**config.mk**
```make
export PLATFORM = sky130hd
export DESIGN_NAME = dns_query_encoder
export DESIGN_NICKNAME = d
export VERILOG_FILES = /design/src/rtl/dqe_pkg.sv /design/src/rtl/dns_query_encoder.sv /design/src/rtl/dqe_ctrl.sv /design/src/rtl/dqe_datapath.sv
export SDC_FILE = /design/constraint.sdc
export NUM_CORES = 1
export LEC_CHECK = 0
export ABC_AREA = 1
export ABC_CLOCK_PERIOD_IN_PS = 4300
export BUFFER_PORTS_ARGS = -buffer_cell sky130_fd_sc_hd__buf_2
export CORE_MARGIN = 4
export CORE_UTILIZATION = 50
export CTS_CLUSTER_DIAMETER = 80
export DETAILED_ROUTE_END_ITERATION = 10
export HOLD_SLACK_MARGIN = 0.15
export PLACE_DENSITY = 0.7
export REMOVE_ABC_BUFFERS = 1
export SYNTH_ARGS = -nofsm -noshare
export SYNTH_HDL_FRONTEND = slang
export SYNTH_SLANG_ARGS = --single-unit
```
**constraint.sdc**
```tcl
create_clock -name clk_i -period 4.3 [get_ports clk_i]
set_clock_uncertainty 0.05 [all_clocks]
set_input_delay 0 -clock clk_i [delete_from_list [all_inputs] [get_ports clk_i]]
set_output_delay 0 -clock clk_i [all_outputs]
set_load 0.01 [all_outputs]
```
**src/rtl/dqe_pkg.sv**
```systemverilog
// DNS query encoder package: shared constants, controller/datapath
// command and status structs, header and trailer byte tables.
// No dependencies.
package dqe_pkg;

  localparam int unsigned MAX_NAME_DEF  = 255;
  localparam int unsigned MAX_LABEL_DEF = 63;

  localparam logic [7:0] DOT_CHAR = 8'h2E;

  localparam int unsigned HDR_LEN   = 12;
  localparam int unsigned TRL_LEN   = 5;
  localparam int unsigned QLEN_W    = 9;
  localparam int unsigned QLEN_BIAS = 18;
  localparam int unsigned BIDX_W    = 4;

  // controller -> datapath
  typedef struct packed {
    logic capture;     // latch input word
    logic set_inside;  // first character of a name
    logic hdr_push;    // push header byte
    logic len_push;    // push label length byte
    logic lbl_push;    // push buffered label byte
    logic trl_push;    // push trailer byte
    logic fin;         // word completed now is the last of the query
    logic flush;       // commit partial word
    logic err_word;    // commit error word
    logic store_char;  // buffer character
    logic dot_count;   // count a dot
    logic clr_label;   // label released
    logic rd_clr;      // restart label read pointer
    logic bidx_clr;    // restart header/trailer byte index
    logic set_err;     // swallow rest of name
    logic go_idle;     // back to waiting for a name
  } cmd_t;

  // datapath -> controller
  typedef struct packed {
    logic in_name;
    logic err;
    logic last;
    logic dot;
    logic fail;
    logic push_ok;
    logic out_free;
    logic acc_empty;
    logic label_empty;
    logic lbl_last;
    logic hdr_last;
    logic trl_last;
  } sts_t;

  function automatic logic [7:0] hdr_byte(input logic [BIDX_W-1:0] idx,
                                          input logic [15:0] id);
    logic [7:0] b;
    b = 8'h00;
    case (idx)
      4'd0:    b = id[15:8];
      4'd1:    b = id[7:0];
      4'd2:    b = 8'h01;   // flags high: RD
      4'd5:    b = 8'h01;   // QDCOUNT low
      default: b = 8'h00;
    endcase
    return b;
  endfunction

  function automatic logic [7:0] trl_byte(input logic [BIDX_W-1:0] idx);
    logic [7:0] b;
    b = 8'h00;
    case (idx)
      4'd2:    b = 8'h01;   // QTYPE A
      4'd4:    b = 8'h01;   // QCLASS IN
      default: b = 8'h00;
    endcase
    return b;
  endfunction

endpackage

```
**src/rtl/dns_query_encoder.sv**
```systemverilog
// DNS query encoder top level: stream ports, controller and datapath.
// Depends on dqe_pkg, dqe_ctrl, dqe_datapath.
//
// Takes a dotted host name one character per input word and emits a DNS
// A-record query (header with RD set and one question, length-prefixed
// labels, root byte, QTYPE A, QCLASS IN) as output words of up to four
// bytes, first byte in bits 31..24 of data_word. The query identifier is
// sampled on the first character of a name and sent in network order.
// Steps: a plain character is accepted, then evaluated. The first
// character of a name also pushes the header bytes. A dot releases a
// label of n buffered characters: the length byte, the n label bytes
// (the label buffer being read one entry per cycle while output does
// not stall) and a close of the partial word. The last character adds
// the length byte and bytes of its label, the trailer and the closing
// word; a dot as last character adds the empty label that follows. A
// failing character is accepted, evaluated and answered with an error
// word. Output stalls hold the byte sequencer once the packer is full.
// A too long name or label yields one error word (byte_count 0, tlast
// and tuser set); the rest of that name up to its last character then
// produces nothing. No clearing pass is needed after reset.
module dns_query_encoder #(
  parameter int unsigned MAX_NAME  = dqe_pkg::MAX_NAME_DEF,   // 1..493
  parameter int unsigned MAX_LABEL = dqe_pkg::MAX_LABEL_DEF   // 1..63
) (
  input  logic        clk_i,
  input  logic        rst_ni,
  // input words: one name character each
  input  logic        s_axis_tvalid,
  output logic        s_axis_tready,
  input  logic [23:0] s_axis_tdata,   // [7:0] name_char, [23:8] query_id
  input  logic        s_axis_tlast,   // last_char
  // output words
  output logic        m_axis_tvalid,
  input  logic        m_axis_tready,
  output logic [47:0] m_axis_tdata,   // [31:0] data_word, [34:32] byte_count,
                                      // [43:35] query_length, [47:44] zero
  output logic        m_axis_tlast,   // end_of_query
  output logic        m_axis_tuser    // name_error
);

  dqe_pkg::cmd_t cmd;
  dqe_pkg::sts_t sts;

  logic [31:0]                 data_word;
  logic [2:0]                  byte_count;
  logic [dqe_pkg::QLEN_W-1:0]  query_length;

  dqe_ctrl u_ctrl (
    .clk_i     (clk_i),
    .rst_ni    (rst_ni),
    .s_valid_i (s_axis_tvalid),
    .s_ready_o (s_axis_tready),
    .sts_i     (sts),
    .cmd_o     (cmd)
  );

  dqe_datapath #(
    .MAX_NAME  (MAX_NAME),
    .MAX_LABEL (MAX_LABEL)
  ) u_datapath (
    .clk_i          (clk_i),
    .rst_ni         (rst_ni),
    .name_char_i    (s_axis_tdata[7:0]),
    .last_char_i    (s_axis_tlast),
    .query_id_i     (s_axis_tdata[23:8]),
    .cmd_i          (cmd),
    .sts_o          (sts),
    .out_ready_i    (m_axis_tready),
    .out_valid_o    (m_axis_tvalid),
    .data_word_o    (data_word),
    .byte_count_o   (byte_count),
    .end_of_query_o (m_axis_tlast),
    .name_error_o   (m_axis_tuser),
    .query_length_o (query_length)
  );

  assign m_axis_tdata = {4'h0, query_length, byte_count, data_word};

endmodule

```
**src/rtl/dqe_ctrl.sv**
```systemverilog
// DNS query encoder controller: one-hot sequencer for one character step.
// Depends on dqe_pkg (cmd_t, sts_t).
module dqe_ctrl (
  input  logic          clk_i,
  input  logic          rst_ni,
  input  logic          s_valid_i,
  output logic          s_ready_o,
  input  dqe_pkg::sts_t sts_i,
  output dqe_pkg::cmd_t cmd_o
);

  typedef enum logic [7:0] {
    S_IDLE  = 8'b0000_0001,
    S_HDR   = 8'b0000_0010,
    S_EVAL  = 8'b0000_0100,
    S_ERR   = 8'b0000_1000,
    S_LEN   = 8'b0001_0000,
    S_LBL   = 8'b0010_0000,
    S_TRL   = 8'b0100_0000,
    S_FLUSH = 8'b1000_0000
  } state_e;

  state_e state_q, state_d;
  logic   again_q, again_d;   // dot on last char: release a second, empty label

  assign s_ready_o = (state_q == S_IDLE);

  always_comb begin
    state_d = state_q;
    again_d = again_q;
    cmd_o   = '0;
    case (state_q)
      S_IDLE: begin
        cmd_o.bidx_clr = 1'b1;
        if (s_valid_i) begin
          cmd_o.capture = 1'b1;
          if (!sts_i.in_name) begin
            cmd_o.set_inside = 1'b1;
            state_d = S_HDR;
          end else begin
            state_d = S_EVAL;
          end
        end
      end
      S_HDR: begin
        if (sts_i.push_ok) begin
          cmd_o.hdr_push = 1'b1;
          if (sts_i.hdr_last) state_d = S_EVAL;
        end
      end
      S_EVAL: begin
        cmd_o.bidx_clr = 1'b1;
        again_d = 1'b0;
        if (sts_i.err) begin
          cmd_o.go_idle = sts_i.last;
          state_d = S_IDLE;
        end else if (sts_i.fail) begin
          state_d = S_ERR;
        end else if (sts_i.dot) begin
          cmd_o.dot_count = 1'b1;
          again_d = sts_i.last;
          state_d = S_LEN;
        end else begin
          cmd_o.store_char = 1'b1;
          state_d = sts_i.last ? S_LEN : S_IDLE;
        end
      end
      S_ERR: begin
        if (sts_i.out_free) begin
          cmd_o.err_word = 1'b1;
          cmd_o.go_idle  = sts_i.last;
          cmd_o.set_err  = !sts_i.last;
          state_d = S_IDLE;
        end
      end
      S_LEN: begin
        cmd_o.rd_clr   = 1'b1;
        cmd_o.bidx_clr = 1'b1;
        if (sts_i.push_ok) begin
          cmd_o.len_push = 1'b1;
          if (sts_i.label_empty) begin
            cmd_o.clr_label = 1'b1;
            if (again_q) begin
              again_d = 1'b0;
              state_d = S_LEN;
            end else begin
              state_d = sts_i.last ? S_TRL : S_FLUSH;
            end
          end else begin
            state_d = S_LBL;
          end
        end
      end
      S_LBL: begin
        cmd_o.bidx_clr = 1'b1;
        if (sts_i.push_ok) begin
          cmd_o.lbl_push = 1'b1;
          if (sts_i.lbl_last) begin
            cmd_o.clr_label = 1'b1;
            if (again_q) begin
              again_d = 1'b0;
              state_d = S_LEN;
            end else begin
              state_d = sts_i.last ? S_TRL : S_FLUSH;
            end
          end
        end
      end
      S_TRL: begin
        if (sts_i.push_ok) begin
          cmd_o.trl_push = 1'b1;
          cmd_o.fin      = sts_i.trl_last;
          if (sts_i.trl_last) state_d = S_FLUSH;
        end
      end
      S_FLUSH: begin
        cmd_o.fin = sts_i.last;
        if (sts_i.acc_empty) begin
          cmd_o.go_idle = sts_i.last;
          state_d = S_IDLE;
        end else if (sts_i.out_free) begin
          cmd_o.flush   = 1'b1;
          cmd_o.go_idle = sts_i.last;
          state_d = S_IDLE;
        end
      end
      default: begin
        state_d = S_IDLE;
      end
    endcase
  end

  always_ff @(posedge clk_i or negedge rst_ni) begin
    if (!rst_ni) begin
      state_q <= S_IDLE;
      again_q <= 1'b0;
    end else begin
      state_q <= state_d;
      again_q <= again_d;
    end
  end

endmodule

```
**src/rtl/dqe_datapath.sv**
```systemverilog
// DNS query encoder datapath: name state, label buffer memory, byte
// source mux, 4-byte word packer and output register.
// Depends on dqe_pkg.
module dqe_datapath #(
  parameter int unsigned MAX_NAME  = dqe_pkg::MAX_NAME_DEF,
  parameter int unsigned MAX_LABEL = dqe_pkg::MAX_LABEL_DEF
) (
  input  logic                       clk_i,
  input  logic                       rst_ni,
  input  logic [7:0]                 name_char_i,
  input  logic                       last_char_i,
  input  logic [15:0]                query_id_i,
  input  dqe_pkg::cmd_t              cmd_i,
  output dqe_pkg::sts_t              sts_o,
  input  logic                       out_ready_i,
  output logic                       out_valid_o,
  output logic [31:0]                data_word_o,
  output logic [2:0]                 byte_count_o,
  output logic                       end_of_query_o,
  output logic                       name_error_o,
  output logic [dqe_pkg::QLEN_W-1:0] query_length_o
);

  localparam int unsigned CW = $clog2(MAX_LABEL + 1);
  localparam int unsigned AW = (MAX_LABEL > 1) ? $clog2(MAX_LABEL) : 1;
  localparam int unsigned NW = $clog2(MAX_NAME + 1);
  localparam int unsigned BW = dqe_pkg::BIDX_W;
  localparam int unsigned QW = dqe_pkg::QLEN_W;

  // captured input word
  logic [7:0]  ch_q;
  logic        last_q;
  logic [15:0] id_q;

  logic          inside_q, err_q;
  logic [CW-1:0] label_cnt_q, label_cnt_d;
  logic [NW-1:0] name_cnt_q, name_cnt_d;
  logic [CW-1:0] rd_idx_q, rd_idx_d;
  logic [BW-1:0] bidx_q, bidx_d;

  logic [7:0]    label_mem [MAX_LABEL];
  logic [7:0]    rdata_q;
  logic [AW-1:0] rd_addr;

  logic [31:0] acc_q;
  logic [1:0]  acc_cnt_q;

  logic          out_valid_q;
  logic [31:0]   out_data_q;
  logic [2:0]    out_cnt_q;
  logic          out_eoq_q, out_err_q;
  logic [QW-1:0] out_qlen_q;

  logic          push, full_push, out_free, load;
  logic [7:0]    push_byte;
  logic [QW:0]   qsum;
  logic [QW-1:0] qlen;
  logic [31:0]   flush_word;
  logic [CW:0]   rd_next;

  always_ff @(posedge clk_i) begin
    if (cmd_i.capture) begin
      ch_q   <= name_char_i;
      last_q <= last_char_i;
      id_q   <= query_id_i;
    end
  end

  // ---- name / label counters ----
  always_comb begin
    label_cnt_d = label_cnt_q;
    name_cnt_d  = name_cnt_q;
    if (cmd_i.store_char) begin
      label_cnt_d = label_cnt_q + 1'b1;
      name_cnt_d  = name_cnt_q + 1'b1;
    end
    if (cmd_i.dot_count) name_cnt_d = name_cnt_q + 1'b1;
    if (cmd_i.clr_label) label_cnt_d = '0;
    if (cmd_i.go_idle) begin
      label_cnt_d = '0;
      name_cnt_d  = '0;
    end
  end

  always_ff @(posedge clk_i or negedge rst_ni) begin
    if (!rst_ni) begin
      inside_q    <= 1'b0;
      err_q       <= 1'b0;
      label_cnt_q <= '0;
      name_cnt_q  <= '0;
      rd_idx_q    <= '0;
      bidx_q      <= '0;
    end else begin
      label_cnt_q <= label_cnt_d;
      name_cnt_q  <= name_cnt_d;
      rd_idx_q    <= rd_idx_d;
      bidx_q      <= bidx_d;
      if (cmd_i.set_inside) inside_q <= 1'b1;
      if (cmd_i.set_err)    err_q    <= 1'b1;
      if (cmd_i.go_idle) begin
        inside_q <= 1'b0;
        err_q    <= 1'b0;
      end
    end
  end

  always_comb begin
    bidx_d = bidx_q;
    if (cmd_i.hdr_push || cmd_i.trl_push) bidx_d = bidx_q + 1'b1;
    else if (cmd_i.bidx_clr)              bidx_d = '0;
  end

  // ---- label buffer: rdata_q always tracks entry rd_idx_q ----
  always_comb begin
    rd_idx_d = rd_idx_q;
    if (cmd_i.rd_clr)        rd_idx_d = '0;
    else if (cmd_i.lbl_push) rd_idx_d = rd_idx_q + 1'b1;
  end

  assign rd_addr = (rd_idx_d < CW'(MAX_LABEL)) ? rd_idx_d[AW-1:0] : '0;

  always_ff @(posedge clk_i) begin
    if (cmd_i.store_char) label_mem[label_cnt_q[AW-1:0]] <= ch_q;
    rdata_q <= label_mem[rd_addr];
  end

  assign rd_next = {1'b0, rd_idx_q} + 1'b1;

  // ---- byte source ----
  assign push = cmd_i.hdr_push | cmd_i.len_push | cmd_i.lbl_push | cmd_i.trl_push;

  always_comb begin
    push_byte = 8'h00;
    if (cmd_i.hdr_push)      push_byte = dqe_pkg::hdr_byte(bidx_q, id_q);
    else if (cmd_i.len_push) push_byte = 8'(label_cnt_q);
    else if (cmd_i.lbl_push) push_byte = rdata_q;
    else if (cmd_i.trl_push) push_byte = dqe_pkg::trl_byte(bidx_q);
  end

  // ---- packer ----
  assign out_free  = !out_valid_q || out_ready_i;
  assign full_push = push && (acc_cnt_q == 2'd3);
  assign load      = full_push || cmd_i.flush || cmd_i.err_word;

  assign qsum = (QW+1)'(name_cnt_q) + (QW+1)'(dqe_pkg::QLEN_BIAS);
  assign qlen = qsum[QW-1:0];

  always_comb begin
    case (acc_cnt_q)
      2'd1:    flush_word = {acc_q[7:0], 24'h0};
      2'd2:    flush_word = {acc_q[15:0], 16'h0};
      2'd3:    flush_word = {acc_q[23:0], 8'h0};
      default: flush_word = acc_q;
    endcase
  end

  always_ff @(posedge clk_i or negedge rst_ni) begin
    if (!rst_ni) begin
      acc_cnt_q <= '0;
    end else if (cmd_i.flush || full_push) begin
      acc_cnt_q <= '0;
    end else if (push) begin
      acc_cnt_q <= acc_cnt_q + 1'b1;
    end
  end

  always_ff @(posedge clk_i) begin
    if (push) acc_q <= {acc_q[23:0], push_byte};
  end

  // ---- output register ----
  always_ff @(posedge clk_i or negedge rst_ni) begin
    if (!rst_ni) begin
      out_valid_q <= 1'b0;
    end else if (load) begin
      out_valid_q <= 1'b1;
    end else if (out_ready_i) begin
      out_valid_q <= 1'b0;
    end
  end

  always_ff @(posedge clk_i) begin
    if (load) begin
      out_eoq_q  <= cmd_i.fin | cmd_i.err_word;
      out_err_q  <= cmd_i.err_word;
      out_qlen_q <= cmd_i.fin ? qlen : '0;
      if (cmd_i.err_word) begin
        out_data_q <= '0;
        out_cnt_q  <= 3'd0;
      end else if (full_push) begin
        out_data_q <= {acc_q[23:0], push_byte};
        out_cnt_q  <= 3'd4;
      end else begin
        out_data_q <= flush_word;
        out_cnt_q  <= {1'b0, acc_cnt_q};
      end
    end
  end

  assign out_valid_o    = out_valid_q;
  assign data_word_o    = out_data_q;
  assign byte_count_o   = out_cnt_q;
  assign end_of_query_o = out_eoq_q;
  assign name_error_o   = out_err_q;
  assign query_length_o = out_qlen_q;

  // ---- status ----
  always_comb begin
    sts_o             = '0;
    sts_o.in_name     = inside_q;
    sts_o.err         = err_q;
    sts_o.last        = last_q;
    sts_o.dot         = (ch_q == dqe_pkg::DOT_CHAR);
    sts_o.fail        = (name_cnt_q >= NW'(MAX_NAME)) ||
                        ((ch_q != dqe_pkg::DOT_CHAR) && (label_cnt_q >= CW'(MAX_LABEL)));
    sts_o.push_ok     = out_free || (acc_cnt_q != 2'd3);
    sts_o.out_free    = out_free;
    sts_o.acc_empty   = (acc_cnt_q == 2'd0);
    sts_o.label_empty = (label_cnt_q == '0);
    sts_o.lbl_last    = (rd_next == {1'b0, label_cnt_q});
    sts_o.hdr_last    = (bidx_q == BW'(dqe_pkg::HDR_LEN - 1));
    sts_o.trl_last    = (bidx_q == BW'(dqe_pkg::TRL_LEN - 1));
  end

endmodule
```
# ---- Yosys cells after proc, flatten, opt, wreduce, memory -nomap -nowiden
# Memory sizes are Yosys's and may differ from the RTL's. A register that Yosys moved wholly into a read port is not among the register bits.
# Index checks and enable logic that the tools add are counted.
dict set report op_classes {
  n_reduce_logical 27
  magnitude_cmp 3
  n_eq_ne 29
  addsub 7
  bitwise_logic 4
  muxes 89
}
# operator n
set ops {}
lappend ops {{$mux W8} 23}
lappend ops {{$pmux W32 S3} 1}
lappend ops {{$pmux W8 S8} 1}
lappend ops {{$mux W1} 38}
lappend ops {{$mux W6} 6}
lappend ops {{$mux W32} 1}
lappend ops {{$pmux W8 S3} 1}
lappend ops {{$mux W2} 9}
lappend ops {{$ne A2 B2 Y1 const B} 9}
lappend ops {{$eq A8 B6 Y1 const B} 2}
lappend ops {{$add A6 B1 Y6 const B} 2}
lappend ops {{$reduce_bool A2 Y1} 5}
lappend ops {{$add A8 B5 Y9 const B} 1}
lappend ops {{$reduce_bool A3 Y1} 3}
lappend ops {{$add A8 B1 Y8 const B} 1}
lappend ops {{$eq A4 B3 Y1 const B} 2}
lappend ops {{$eq A8 B1 Y1 const B} 1}
lappend ops {{$eq A8 B2 Y1 const B} 1}
lappend ops {{$eq A8 B3 Y1 const B} 1}
lappend ops {{$eq A8 B4 Y1 const B} 1}
lappend ops {{$eq A8 B5 Y1 const B} 1}
lappend ops {{$eq A8 B7 Y1 const B} 1}
lappend ops {{$eq A8 B8 Y1 const B} 1}
lappend ops {{$ge A8 B8 Y1 const B} 1}
lappend ops {{other kinds (29)} 46}
dict set report word_totals {
  memories 1
  reg_bits 141
  output_inout_bits 52
  ram_bits 504
  word_cells 180
}
# name words word_bits rd rd_ports_with_merged_regs wr line_no
set memory_table {}
lappend memory_table {u_datapath.label_mem 63 8 1 1 1 dqe_datapath.sv:41} ;# logic [7:0] label_mem [MAX_LABEL];

# ---- Longest topological paths before layout
dict set report depth {
  depth_word 12
  mapped_depth 20
  ltp_nobuf 19
}

# ---- Hierarchy
# A second synthesis with hierarchy kept.
dict set report hier_totals {
  hier_cells 2623
  hier_area_um2 29091.7
}
# mod cells_each area_per_inst_um2 n_inst seq_area_each_um2
set by_module_without_submodules {}
lappend by_module_without_submodules {dqe_datapath 2462 28044.4 1 19113.3}
lappend by_module_without_submodules {dqe_ctrl 156 1013.5 1 226.5}
lappend by_module_without_submodules {dns_query_encoder 5 33.8 1 0.0}

# ---- Worst setup path before layout
# No wires, ideal clock.
dict set report synth_path {
  kind {register to register}
  from {reg u_datapath.ch_q[5]}
  to {mem u_datapath.label_mem[0][0], enable pin}
  t_required_ns 3.880
  setup_ns 0.370
  path_slack_ns 1.027
  n_path_buf 0
  arrival_ns 2.852
  synth_period_minus_slack_ns 3.273
  stages_incl_launch_ff 11
  path_cell_list {edfxtp_1 > nand4_1 > nor2_1 > inv_1 > a31oi_1 > inv_1 > nor2_2 > nand2_2 > nor2_1 > nand3_1 > nor2_1}
}
dict set report synth_via {
  elab_chain_cells 8
}
# item line_no
set synth_rtl {}
lappend synth_rtl {{start: declaration} dqe_datapath.sv:31} ;# logic [7:0] ch_q;
lappend synth_rtl {{start signal: assignment} dqe_datapath.sv:63} ;# ch_q <= name_char_i;
lappend synth_rtl {{$ne A8 B6 Y1} dqe_datapath.sv:215} ;# ((ch_q != dqe_pkg::DOT_CHAR) && (label_cnt_q >= CW'(MAX_LABEL)));
lappend synth_rtl {{$logic_and A1 B1 Y1} dqe_datapath.sv:215}
lappend synth_rtl {{$logic_or A1 B1 Y1} dqe_datapath.sv:214} ;# sts_o.fail = (name_cnt_q >= NW'(MAX_NAME)) ||
lappend synth_rtl {{$mux W2 (*)} dqe_ctrl.sv:57} ;# end else if (sts_i.fail) begin
lappend synth_rtl {{$mux W2 (*)} dqe_ctrl.sv:54} ;# if (sts_i.err) begin
lappend synth_rtl {{$mux W2 (*)} dqe_ctrl.sv:32} ;# case (state_q)
lappend synth_rtl {{$mux W1 (*)} dqe_datapath.sv:123} ;# if (cmd_i.store_char) label_mem[label_cnt_q[AW-1:0]] <= ch_q;
lappend synth_rtl {{$mux W1 (implied by the code) (*)} dqe_datapath.sv:123}
lappend synth_rtl {{end: declaration} dqe_datapath.sv:41}
# Every way passes the cells marked *; elsewhere a longest branch is shown, timed or not.

# ---- Worst setup path in the final report
dict set report layout_path {
  from {reg u_datapath.acc_cnt_q[0]}
  to {reg u_datapath.rdata_q[4] (read register of u_datapath.label_mem)}
}
dict set report layout_via {
  elab_chain_cells 8
}
# item line_no
set layout_rtl {}
lappend layout_rtl {{start: declaration} dqe_datapath.sv:46} ;# logic [1:0] acc_cnt_q;
lappend layout_rtl {{start signal: assignment} dqe_datapath.sv:163} ;# acc_cnt_q <= acc_cnt_q + 1'b1;
lappend layout_rtl {{$ne A2 B2 Y1 (*)} dqe_datapath.sv:216} ;# sts_o.push_ok = out_free || (acc_cnt_q != 2'd3);
lappend layout_rtl {{$logic_or A1 B1 Y1 (*)} dqe_datapath.sv:216}
lappend layout_rtl {{$mux W1 (*)} dqe_ctrl.sv:96} ;# if (sts_i.push_ok) begin
lappend layout_rtl {{$mux W1 (*)} dqe_ctrl.sv:32}
lappend layout_rtl {{$mux W6 (*)} dqe_datapath.sv:117} ;# else if (cmd_i.lbl_push) rd_idx_d = rd_idx_q + 1'b1;
lappend layout_rtl {{$mux W6 (*)} dqe_datapath.sv:116} ;# if (cmd_i.rd_clr) rd_idx_d = '0;
lappend layout_rtl {{$lt A6 B6 Y1} dqe_datapath.sv:120} ;# assign rd_addr = (rd_idx_d < CW'(MAX_LABEL)) ? rd_idx_d[AW-1:0] : '0;
lappend layout_rtl {{$mux W6 (*)} dqe_datapath.sv:120}
lappend layout_rtl {{end: declaration} dqe_datapath.sv:42} ;# logic [7:0] rdata_q;
# Marked as above.
# A chain may end at the register's enable or synchronous reset.

==> flow_summary.toml <==
[status]
status = "complete, no violations"

[sta]
final_max_slew_viol_count = 0
hold_viol = 0
worst_slack_ns = 0.465
fmax_ghz = 0.261
setup_viol = 0
final.period_utilization_pct = 89.2
worst_slew_pin_slew_ns = 1.36
rsz0062_at_grt = "no"
whs_ns = 0.312
maxSlewHeadroom_pct = 8.97
period_minus_slack_ns = 3.84

[synthesis]
ys_seq_elements = 653
ys.flop_type = "edfxtp_1"
synth.most_common_cell = "edfxtp_1"
synth_top_area_cell = "edfxtp_1"
synthArstFlopShare_pct = 5.82
yosysTopAreaCellShare_pct = 62.7
synth.avg_cell_area_um2 = 11.4
ys_top_cells_by_area = "edfxtp_1, nand3_1, nand2_1, inv_1, dfrtp_1"
netlist_area_um2 = 29000
yosysWarnings = 0
syn_inst = 2544
synth_seq_area_share_pct = 66.6
synth.distinct_cells = 53
ys_top_cells_by_count = "edfxtp_1, nand3_1, nand2_1, inv_1, nor2_1"
synth_edf_count = 607

[setup_path]
r2r_start = "u_datapath.acc_cnt_q[0]"
worstSetupPathType = "reg -> reg"
required_ns = 4.81
crit_fanout = 31
reg2reg_slack_ns = 0.46
worstRegToRegCells = 12
cp.arrival_ns = 4.34
r2r_end = "u_datapath.rdata_q[4]"
endpoint_kind = "flop"
cp-start-kind = "flop"

[grt]
grt_max_degree = 141
grt_pass1_vias = 19778
grt_overflow = 0
grt_pass1_wl_um = 118000
grt_util_all_layers_pct = 24.3
antenna_found_initial = 0

[placed_design]
place_inst = 3344
portBuffers = 76
gp_congestion = 0.877
preCtsSetupSlack_ns = 0.551
dpl.hpwl_um = 46500

[clock_tree]
clockRootBuffer = "clkbuf_16"
post_cts_buffers = 0
clock_latency_ns = 0.61
clock-sinks = 653
cts.path.max_buffers = 3
h-tree-depth = 3
cts_tree = "built"
cts_buffers = 69
cts.reportedPaths.clkPinSlew_ns = 0.06

[routing]
routed_wl_um = 77200
drt_pass1_iterations = 6
ant_nets = 0
drc = 0
vias = 20250
drt_iter0_drc = 2074
vias_per_cell = 5.74
wl_per_cell_um = 21.9

[die]
die_area_um2 = 62000
fp.dieW_um = 249
design.core.area_um2 = 57600
die_y_um = 249
row_count = 88
io-pin-count = 81
start_util_pct = 50.4

[worst_hold_path]
holdCritStartpoint = "s_axis_tvalid"
hold_path_class = "in -> reg"
min_path_cells = 6
holdPathEnd = "u_datapath.inside_q"

[power_and_ir_drop]
p_leak_uw = 0.0128
vdd_drop_max_v = 0.000362
finalPower_uw = 19700
power_density_nw_per_um2 = 592

[layout]
drive_above_1_share_pct = 14.6
fin_cells = 3525
syn_to_final_growth_pct = 14.4
num_antenna_cells = 0
layout.nets = 2748

[job]
drv_cap = 0
report_power, final:
group          internal [uW]  switching, uW
Clock                   3260           2420
Sequential              7560            217
Combinational           1800           4420
registers in the layout, summed over array words and instances (netlist names), 2 cells and up:
name,count
u_datapath.ch_q,8
u_datapath.data_word_o,32
u_datapath.acc_q,32
u_datapath.query_length_o,9
u_datapath.byte_count_o,3
u_datapath.acc_cnt_q,2
u_datapath.name_cnt_q,8
u_ctrl.state_q,8
u_datapath.rd_idx_q,6
u_datapath.label_cnt_q,6
u_datapath.bidx_q,4
u_datapath.label_mem,504
u_datapath.rdata_q,8
u_datapath.id_q,16
metrics by stage:
| step | instance area, um2 | util (%) | setup TNS (ns) |
|---|---|---|---|
| after floorplan | 28300 | - | -32.08 |
| after global placement | 30500 | 53.0 | 0 |
| after detailed placement | 30500 | 53.0 | 0 |
| after CTS | 33200 | 57.7 | 0 |
| after global routing | 33200 | 57.7 | 0 |
| final | 33200 | 57.7 | 0 |
cells by family (layout without fill, tap and decap cells):
kind of cell	after synthesis	count (layout)	share of synthesized area, %
flip-flops	653	653	66.6
buffers and inverters	464	677	6.77
XOR/XNOR	6	6	0.181
AO/OA/AOI/OAI	216	216	5.33
adder cells (fa/ha/maj)	13	13	0.560
AND/OR/NAND/NOR	1191	1191	20.6
other	1	4	0.0129
how the worst max path moves through the flow:
stage	start	slack [ns]	endpoint	depth (start not counted)
3_5_place_dp	u_datapath.acc_cnt_q[0]	0.55	u_datapath.rdata_q[4]	14
5_1_grt	u_datapath.acc_cnt_q[0]	0.31	u_datapath.rdata_q[4]	14
6_report	u_datapath.acc_cnt_q[0]	0.46	u_datapath.rdata_q[4]	12
2_1_floorplan	u_datapath.acc_cnt_q[0]	-4.00	u_datapath.rdata_q[0]	15
3_3_place_gp	u_datapath.acc_cnt_q[0]	0.64	u_datapath.rdata_q[4]	12
4_1_cts	u_datapath.acc_cnt_q[0]	0.52	u_datapath.rdata_q[4]	12
routing by layer:
metal / vias to the layer above / wire length (um) / GRT usage (%)
met2: 901 / 37500 / 40.3
met4: 0 / 2400 / 7.54
met3: 157 / 6140 / 4.26
met1: 9896 / 31200 / 33.2
met5: - / 0 / 0
li1: 9296 / - / -
critical path, cell delays in order, from the launching register on:
cell     delay [ns]
dfrtp_1        0.42
ha_1           0.25
nand2_2        0.28
nand3_1        0.14
nand3_1        0.38
nor2_2         0.11
nand3_4        0.17
nand2_1        0.09
inv_1          0.99
nand3_1        0.52
nand3_1        0.22
nand3_1        0.09
nand2_1        0.08
layout make-up:
cell class | count | area, um2
flip-flops and latches | 653 | 19300
inverters | 317 | 1200
fillers | 4571 | 24400
well taps | 765 | 957
multi-input cells | 1430 | 7770
clock buffers | 91 | 1910
repair buffers | 235 | 1820
clock inverters | 34 | 230
repair_timing:
item	in CTS	in global routing
gates resized for setup	0	0
endpoints found under the setup margin	0	0
hold buffers	56	0
endpoints found under the hold margin	103	0
placed cells by master (no fill, tap or decap), types with 6 or more instances in the layout:
cell           Yosys  routed
inv_2              8       7
nand3_1          488     488
clkbuf_1          50      16
dfxtp_1            8       8
clkbuf_16          0      73
dlygate4sd3_1      0      55
nand3b_1          97      97
o2111ai_1         72      72
o32ai_1            9       9
edfxtp_1         607     607
or2_1             35      35
ha_1              13      13
o31ai_1            9       9
nor2_1           129     128
clkinv_1           3      19
o21ai_0           42      42
nand2_1          308     305
a22o_1             9       9
a22oi_1           10      10
nor2_4             6       6
o22ai_1           26      26
dfrtp_1           37      37
nand2_2            7       9
nor3_1             6       6
buf_2             67      76
nor2_2             7       8
xor2_1             6       6
buf_4             13      95
a21oi_1           20      20
buf_12             0       9
nor4_1             6       6
or2_2             85      85
clkinv_2           0      12
inv_1            305     304
No activity file was read; power rests on OpenSTA's default activity.
